### config.mk
export PLATFORM = sky130hd
export DESIGN_NAME = midi_transport_message_encoder
export DESIGN_NICKNAME = d
export VERILOG_FILES = /design/src/rtl/mtme_pkg.sv /design/src/rtl/mtme_front.sv /design/src/rtl/mtme_queue.sv /design/src/rtl/mtme_back.sv /design/src/rtl/midi_transport_message_encoder.sv
export SDC_FILE = /design/constraint.sdc
export NUM_CORES = 1
export LEC_CHECK = 0
export BUFFER_PORTS_ARGS = -buffer_cell sky130_fd_sc_hd__buf_4
export CORE_MARGIN = 8
export CORE_UTILIZATION = 55
export DETAILED_ROUTE_END_ITERATION = 10
export GPL_TIMING_DRIVEN = 0
export PLACE_DENSITY_LB_ADDON = 0.1
export SLEW_MARGIN = 25
export SYNTH_ARGS = -nofsm -noshare
export SYNTH_HDL_FRONTEND = slang
export SYNTH_SLANG_ARGS = --single-unit
### constraint.sdc
create_clock -name clk -period 6.7 [get_ports clk]
set_clock_uncertainty 0.05 [all_clocks]
set_input_delay 0.335 -clock clk [delete_from_list [all_inputs] [get_ports clk]]
set_output_delay 0.335 -clock clk [all_outputs]
set_load 0.03 [all_outputs]
### src/rtl/mtme_pkg.sv
// ----------------------------------------------------------------------------
// mtme_pkg
// Shared types, byte codes and frame table for the MIDI transport encoder.
// ----------------------------------------------------------------------------
`default_nettype none

package mtme_pkg;

  // Request modes
  localparam logic [1:0] MODE_NONE  = 2'd0;
  localparam logic [1:0] MODE_START = 2'd1;
  localparam logic [1:0] MODE_STOP  = 2'd2;

  // MIDI status bytes
  localparam logic [7:0] MIDI_START  = 8'hFA;
  localparam logic [7:0] MIDI_STOP   = 8'hFC;
  localparam logic [7:0] MIDI_CLOCK  = 8'hF8;
  localparam logic [7:0] SYSEX_BEGIN = 8'hF0;
  localparam logic [7:0] SYSEX_END   = 8'hF7;

  // Length field of a start frame: 8 * 96 = 768, split into a high byte and a 7-bit low part
  localparam int unsigned START_LENGTH = 8 * 96;
  localparam logic [7:0]  START_LEN_HI = 8'((START_LENGTH >> 7) & 'hFF);
  localparam logic [6:0]  START_LEN_LO = 7'(START_LENGTH & 'h7F);

  // Byte positions within one request's output sequence
  localparam int STEP_W = 5;
  typedef logic [STEP_W-1:0] step_t;
  localparam step_t STEP_XPORT     = 5'd0;
  localparam step_t STEP_SYX_BEGIN = 5'd1;
  localparam step_t STEP_HEAD_0    = 5'd2;   // first of ten fixed header bytes
  localparam step_t STEP_HEAD_9    = 5'd11;
  localparam step_t STEP_LEN_HI    = 5'd12;
  localparam step_t STEP_LEN_LO    = 5'd13;
  localparam step_t STEP_TEMPO_HI  = 5'd14;
  localparam step_t STEP_TEMPO_LO  = 5'd15;
  localparam step_t STEP_PAD_0     = 5'd16;
  localparam step_t STEP_PAD_3     = 5'd19;
  localparam step_t STEP_CHECKSUM  = 5'd20;
  localparam step_t STEP_SYX_END   = 5'd21;
  localparam step_t STEP_CLOCK     = 5'd22;

  // Command queue depth
  localparam int QUEUE_DEPTH = 2;
  localparam int QPTR_W      = $clog2(QUEUE_DEPTH);
  localparam int QCNT_W      = $clog2(QUEUE_DEPTH + 1);

  // Classified request handed from front to back
  typedef struct packed {
    logic       has_xport;
    logic       is_start;
    logic       has_frame;
    logic       has_clock;
    logic [7:0] tempo_hi;
    logic [6:0] tempo_lo;
    logic [6:0] checksum;
  } desc_t;

  // Fixed frame header after F0
  function automatic logic [7:0] frame_head(input logic [3:0] idx);
    logic [7:0] b;
    case (idx)
      4'd0:    b = 8'h41;
      4'd1:    b = 8'h10;
      4'd4:    b = 8'h5C;
      4'd5:    b = 8'h12;
      4'd7:    b = 8'h01;
      default: b = 8'h00;
    endcase
    return b;
  endfunction

endpackage

`default_nettype wire

### src/rtl/mtme_front.sv
// ----------------------------------------------------------------------------
// mtme_front
// Classifies a transport request and precomputes tempo halves and checksum.
// ----------------------------------------------------------------------------
`default_nettype none

module mtme_front (
  input  wire logic [1:0]     mode,
  input  wire logic [15:0]    tempo_tenths,
  input  wire logic           tempo_valid,
  input  wire logic           send_clock,
  output mtme_pkg::desc_t     desc,
  output logic                has_bytes
);
  import mtme_pkg::*;

  logic       xport;
  logic       start;
  logic [7:0] len_hi;
  logic [7:0] sum;

  always_comb begin
    xport  = (mode == MODE_START) || (mode == MODE_STOP);
    start  = (mode == MODE_START);
    len_hi = start ? START_LEN_HI : 8'h00;

    desc.has_xport = xport;
    desc.is_start  = start;
    desc.has_frame = xport && tempo_valid;
    desc.has_clock = send_clock;
    desc.tempo_hi  = tempo_tenths[14:7];
    desc.tempo_lo  = tempo_tenths[6:0];

    // Only the low 7 bits of the running sum reach the checksum
    sum = 8'h01 + len_hi + {1'b0, (start ? START_LEN_LO : 7'h00)}
        + tempo_tenths[14:7] + {1'b0, tempo_tenths[6:0]};
    desc.checksum = 7'(8'h80 - sum);

    has_bytes = xport || send_clock;
  end

endmodule

`default_nettype wire

### src/rtl/mtme_queue.sv
// ----------------------------------------------------------------------------
// mtme_queue
// Small FIFO of classified requests between front and back.
// ----------------------------------------------------------------------------
`default_nettype none

module mtme_queue (
  input  wire logic             clk,
  input  wire logic             rst_n,
  input  wire logic             push,
  input  wire mtme_pkg::desc_t  push_desc,
  input  wire logic             pop,
  output mtme_pkg::desc_t       head_desc,
  output logic                  not_empty,
  output logic                  full
);
  import mtme_pkg::*;

  desc_t             mem_r [QUEUE_DEPTH];
  logic [QPTR_W-1:0] wr_ptr_r, wr_ptr_nxt;
  logic [QPTR_W-1:0] rd_ptr_r, rd_ptr_nxt;
  logic [QCNT_W-1:0] count_r,  count_nxt;

  assign not_empty = (count_r != '0);
  assign full      = (count_r == QCNT_W'(QUEUE_DEPTH));
  assign head_desc = mem_r[rd_ptr_r];

  function automatic logic [QPTR_W-1:0] ptr_inc(input logic [QPTR_W-1:0] p);
    return (p == QPTR_W'(QUEUE_DEPTH - 1)) ? '0 : p + 1'b1;
  endfunction

  always_comb begin
    wr_ptr_nxt = push ? ptr_inc(wr_ptr_r) : wr_ptr_r;
    rd_ptr_nxt = pop  ? ptr_inc(rd_ptr_r) : rd_ptr_r;
    count_nxt  = count_r + QCNT_W'(push) - QCNT_W'(pop);
  end

  always_ff @(posedge clk) begin
    if (!rst_n) begin
      wr_ptr_r <= '0;
      rd_ptr_r <= '0;
      count_r  <= '0;
    end else begin
      wr_ptr_r <= wr_ptr_nxt;
      rd_ptr_r <= rd_ptr_nxt;
      count_r  <= count_nxt;
    end
  end

  always_ff @(posedge clk) begin
    if (push) begin
      mem_r[wr_ptr_r] <= push_desc;
    end
  end

endmodule

`default_nettype wire

### src/rtl/mtme_back.sv
// ----------------------------------------------------------------------------
// mtme_back
// Byte sequencer: walks one request's byte positions into an output register.
// ----------------------------------------------------------------------------
`default_nettype none

module mtme_back (
  input  wire logic             clk,
  input  wire logic             rst_n,
  input  wire mtme_pkg::desc_t  head_desc,
  input  wire logic             head_valid,
  output logic                  pop,
  output logic                  out_valid,
  input  wire logic             out_ready,
  output logic [7:0]            out_midi_byte,
  output logic                  out_last_byte
);
  import mtme_pkg::*;

  logic       busy_r,  busy_nxt;
  step_t      step_r,  step_nxt;
  logic       valid_r, valid_nxt;
  logic [7:0] byte_r,  byte_nxt;
  logic       last_r,  last_nxt;

  step_t      cur_step;
  step_t      head_idx;
  logic       emit;
  logic       is_last;
  logic [7:0] cur_byte;

  assign out_valid     = valid_r;
  assign out_midi_byte = byte_r;
  assign out_last_byte = last_r;

  always_comb begin
    cur_step = busy_r ? step_r : (head_desc.has_xport ? STEP_XPORT : STEP_CLOCK);
    emit     = head_valid && (!valid_r || out_ready);
    head_idx = cur_step - STEP_HEAD_0;

    // last byte of the request?
    is_last = (cur_step == STEP_CLOCK)
           || ((cur_step == STEP_SYX_END) && !head_desc.has_clock)
           || ((cur_step == STEP_XPORT) && !head_desc.has_frame && !head_desc.has_clock);

    // position after this one
    if ((cur_step == STEP_XPORT) && !head_desc.has_frame) begin
      step_nxt = STEP_CLOCK;
    end else if (cur_step == STEP_SYX_END) begin
      step_nxt = STEP_CLOCK;
    end else begin
      step_nxt = cur_step + 1'b1;
    end

    case (cur_step)
      STEP_XPORT:     cur_byte = head_desc.is_start ? MIDI_START : MIDI_STOP;
      STEP_SYX_BEGIN: cur_byte = SYSEX_BEGIN;
      STEP_LEN_HI:    cur_byte = head_desc.is_start ? START_LEN_HI : 8'h00;
      STEP_LEN_LO:    cur_byte = {1'b0, (head_desc.is_start ? START_LEN_LO : 7'h00)};
      STEP_TEMPO_HI:  cur_byte = head_desc.tempo_hi;
      STEP_TEMPO_LO:  cur_byte = {1'b0, head_desc.tempo_lo};
      STEP_CHECKSUM:  cur_byte = {1'b0, head_desc.checksum};
      STEP_SYX_END:   cur_byte = SYSEX_END;
      STEP_CLOCK:     cur_byte = MIDI_CLOCK;
      default: begin
        if ((cur_step >= STEP_HEAD_0) && (cur_step <= STEP_HEAD_9)) begin
          cur_byte = frame_head(head_idx[3:0]);
        end else begin
          cur_byte = 8'h00;   // zero padding
        end
      end
    endcase

    pop       = emit && is_last;
    busy_nxt  = emit ? !is_last : busy_r;
    valid_nxt = emit ? 1'b1 : (valid_r && !out_ready);
    byte_nxt  = emit ? cur_byte : byte_r;
    last_nxt  = emit ? is_last : last_r;
  end

  always_ff @(posedge clk) begin
    if (!rst_n) begin
      busy_r  <= 1'b0;
      valid_r <= 1'b0;
    end else begin
      busy_r  <= busy_nxt;
      valid_r <= valid_nxt;
    end
    if (emit) begin
      step_r <= step_nxt;
    end
    byte_r <= byte_nxt;
    last_r <= last_nxt;
  end

endmodule

`default_nettype wire

### src/rtl/midi_transport_message_encoder.sv
// ----------------------------------------------------------------------------
// midi_transport_message_encoder
// Turns transport requests into a MIDI byte stream with optional tempo SysEx.
// ----------------------------------------------------------------------------
// A request (mode, tempo in tenths of BPM, tempo_valid, send_clock) produces
// 0 to 23 bytes on the out_ channel, one byte per cycle while out_ready is
// high: FA (start) or FC (stop), then, with a valid tempo, the 21-byte
// system-exclusive tempo frame ending in checksum and F7, then F8 when a
// timing clock is requested. out_last_byte marks the final byte of each
// request. A request with mode none and no clock produces nothing. A request
// holds the byte sequencer for its 1, 2, 22 or 23 bytes; the sequencer moves
// straight from one request's last byte to the next request's first byte, so
// the stream runs gap-free while more requests are queued. Requests are
// classified on entry and parked in a two-deep command queue, so in_ready
// stays high while the queue has room, even while bytes are still draining.
// ----------------------------------------------------------------------------
`default_nettype none

module midi_transport_message_encoder (
  input  wire logic        clk,
  input  wire logic        rst_n,
  input  wire logic        in_valid,
  output logic             in_ready,
  input  wire logic [1:0]  in_mode,
  input  wire logic [15:0] in_tempo_tenths,
  input  wire logic        in_tempo_valid,
  input  wire logic        in_send_clock,
  output logic             out_valid,
  input  wire logic        out_ready,
  output logic [7:0]       out_midi_byte,
  output logic             out_last_byte
);
  import mtme_pkg::*;

  desc_t front_desc;
  desc_t head_desc;
  logic  front_has_bytes;
  logic  q_push;
  logic  q_pop;
  logic  q_not_empty;
  logic  q_full;

  // Front: classification, tempo split, checksum
  mtme_front u_front (
    .mode         (in_mode),
    .tempo_tenths (in_tempo_tenths),
    .tempo_valid  (in_tempo_valid),
    .send_clock   (in_send_clock),
    .desc         (front_desc),
    .has_bytes    (front_has_bytes)
  );

  // Accept whenever the queue has room; empty requests are dropped here
  assign in_ready = !q_full;
  assign q_push   = in_valid && in_ready && front_has_bytes;

  mtme_queue u_queue (
    .clk       (clk),
    .rst_n     (rst_n),
    .push      (q_push),
    .push_desc (front_desc),
    .pop       (q_pop),
    .head_desc (head_desc),
    .not_empty (q_not_empty),
    .full      (q_full)
  );

  // Back: byte sequencer and output register
  mtme_back u_back (
    .clk           (clk),
    .rst_n         (rst_n),
    .head_desc     (head_desc),
    .head_valid    (q_not_empty),
    .pop           (q_pop),
    .out_valid     (out_valid),
    .out_ready     (out_ready),
    .out_midi_byte (out_midi_byte),
    .out_last_byte (out_last_byte)
  );

endmodule

`default_nettype wire

==> flow_metrics.py <==
metrics = {
    "run_status": {
        "status": "finished, final reports clean",
    },
    "placement": {
        "io_buffers": 33,
        "dp_hpwl_mm": 4.97,
        "place_inst": 395,
        "placed_cell_area_um2": 4070,
        "gp_congestion": 0.843,
    },
    "worst_setup_path": {
        "path_cells": "buf_6 > mux2_4 > nor2_1 > a21o_1 > inv_1 > ha_1 > nor2b_1 > a22oi_1 > o22a_1 > nand2_1 > ha_1 > inv_1 > ha_1 > xnor2_1 > xnor2_1 > and2_1",
        "r2r_cells": 16,
        "critPathSlowestCell": "a22oi_1",
        "max_stage_delay_ns": 0.41,
        "cp.arrival_ns": 3.86,
        "cp.required_ns": 6.90,
        "end_kind": "register",
        "critPathKind": "register to register",
        "r2r_end": "u_queue.count_r[1]$_SDFF_PN0_",
        "r2r_slack_ns": 3.04,
        "cp-start-kind": "register",
        "crit_fanout": 9,
        "critPathMostFrequentCell": "ha_1",
        "cp-endpoint": "u_queue.count_r[1]$_SDFF_PN0_",
    },
    "layout": {
        "drive_gt1_share_pct": 21.6,
        "nets": 378,
        "seq_area_um2": 2120,
        "fill_cells": 471,
        "multi_input_area_um2": 1420,
        "antenna_cells": 0,
        "final_common_cell": "edfxtp_1",
        "layout_common_cells": "66 x edfxtp_1, 33 x buf_4, 27 x inv_1",
        "fin_area_um2": 4280,
        "syn_to_final_growth_pct": 16.7,
        "fin_cells": 411,
    },
    "timing": {
        "worst_slew_pin_slew_ns": 0.832,
        "tns_ns": 0,
        "fmax_mhz": 273,
        "rsz0062_at_grt": "no",
        "hold-worst-slack_ns": 0.117,
        "finalCriticalPeriod_ns": 3.66,
        "slew_viol_final": 0,
        "post-route-period-util_pct": 54.6,
        "setup_viol": 0,
        "slew_headroom_pct": 44.5,
        "hold_viol": 0,
    },
    "power_and_ir_drop": {
        "ir_drop_uv": 260,
        "powerDensity_nw_per_um2": 428,
        "leakagePower_nw": 1.64,
    },
    "clocking": {
        "cts_inserted_buffers": 9,
        "cts_setup_buffers": 0,
        "h-tree-depth": 3,
        "clk_path_buf_depth": 2,
        "cts_sinks": 73,
        "cts_tree": "built",
        "cts_root_buf": "clkbuf_8",
        "clkTransAtPathRegs_ns": 0.08,
        "hold_buffers": 0,
        "ctsResizeCount": 0,
        "clk_latency_ns": 0.36,
    },
    "logic_synthesis": {
        "synth_edf_count": 66,
        "syn_inst": 283,
        "yosys-top-cells-area": "edfxtp_1 54%, ha_1 7.8%, mux2i_1 4.9%",
        "ys_types": 51,
        "yosysSeqAreaShare_pct": 57.8,
        "syn_nets": 332,
        "postSynthAreaPerCell_um2": 13.0,
        "synth_area_um2": 3670,
        "async_reset_ff_share_pct": 0,
        "yosys.area.top_type_share_pct": 54.0,
        "ys.flop_type": "edfxtp_1",
        "synth_area_leader_cell": "edfxtp_1",
        "yosys_warnings": 0,
        "ys_ff_latch": 73,
    },
    "routing": {
        "drt-initial-drc-count": 167,
        "avgViaCountPerCell": 5.67,
        "avgRoutedWirePerCell_um": 17.1,
        "routed_wl_mm": 7.01,
        "first_pass_iters": 4,
        "via_count": 2332,
        "drc": 0,
        "drtAntennaViolNets": 0,
    },
    "floorplan": {
        "die_height_um": 97.7,
        "rows": 29,
        "die_x_um": 97.7,
        "pin_count": 35,
        "start_util_pct": 57.4,
        "die_area_um2": 9540,
        "design.core.area_um2": 6390,
    },
    "flow_run": {
        "cap_violations": 0,
    },
    "grt": {
        "antenna_found_initial": 0,
        "grt_pass1_wl_mm": 11.4,
        "grt_overflow": 0,
        "grt_max_degree": 24,
        "grt_pass1_vias": 2388,
        "grt_usage_pct": 15.1,
    },
    "hold_path": {
        "min_from": "in_tempo_tenths[8]",
        "holdCritPathClass": "input pin to register",
    },
}
## flip-flops by register name, summed over array words and instances (netlist names), named ones only
name / count
u_queue.mem_r: 52
u_back.out_midi_byte: 8
u_back.out_last_byte: 1
u_back.step_r: 5
u_back.out_valid: 1
u_queue.rd_ptr_r: 1
u_back.busy_r: 1
u_queue.count_r: 2
u_queue.wr_ptr_r: 1
## power by group
group | switching, mW | internal, mW
registers | 0.0404 | 0.656
clock network | 0.164 | 0.209
logic | 0.460 | 0.304
total | 0.665 | 1.17
## stage by stage
step                      util [%]  power (mW)  setup WS (ns)
final                         67.0        1.83           3.04
after global routing          67.0        1.95           2.84
after CTS                     67.0        1.84           3.07
after detailed placement      63.7        1.47           3.09
after global placement        62.8        1.44           3.13
after floorplan                  -        1.24           3.61
## layout make-up
class,count,share of cell area (%)
tap,77,2.25
clock buffer,11,3.07
sequential,73,49.6
clock inverter,5,1.87
inverter,27,2.37
timing repair buffer,35,6.72
buffer,7,0.906
multi-input combinational,176,33.3
## Yosys cell counts, types with 2 or more instances
library cell	instances
mux2_2	9
edfxtp_1	66
xor2_1	2
o21a_1	6
o221ai_1	5
inv_1	27
mux2i_1	18
and2_1	4
a31oi_1	2
o211ai_1	4
nor2b_1	5
nand2b_1	3
fa_1	2
dfxtp_1	7
nand3_1	2
xnor2_1	9
a211oi_1	2
nand4b_1	2
or3_1	5
or4_1	2
buf_2	4
a21oi_1	6
mux2_4	2
o21ai_0	9
nor2_1	12
ha_1	23
nor3_1	5
nand2_1	17
## worst min-delay path by stage
stage                                     end  depth (start not counted)
6_report       u_queue.mem_r[0][15]$_DFFE_PP_                          1
5_1_grt        u_queue.mem_r[1][21]$_DFFE_PP_                          1
4_1_cts        u_queue.mem_r[1][21]$_DFFE_PP_                          1
3_5_place_dp   u_queue.mem_r[1][21]$_DFFE_PP_                          1
3_3_place_gp      u_back.out_valid$_SDFF_PN0_                          1
2_1_floorplan  u_queue.mem_r[0][10]$_DFFE_PP_                          0
## cells by family after synthesis
family	Yosys count	synth area share, %
compound gates	46	8.77
simple gates	65	9.52
fa+ha+maj	25	8.94
mux	29	8.49
buf+inv	34	3.82
flops	73	57.8
xor+xnor	11	2.63
## worst max-delay path: cells and delay by family, from the launching register on
family	cells	cell delay [ns]
and+or+nand+nor	4	0.67
DFF	1	0.33
buffers and inverters	3	0.29
muxes	1	0.34
AOI/OAI and AO/OA	3	0.89
xor gates and xnor gates	2	0.25
adders and majority gates	3	0.73
## metal layers
layer	global-route usage [%]	vias up	wire, µm
met5	0	-	0
met4	5.59	0	94
met3	4.34	11	320
met2	24.5	67	3430
met1	18.4	1115	3160
li1	-	1139	-
Power figures use the tool's default switching activity.
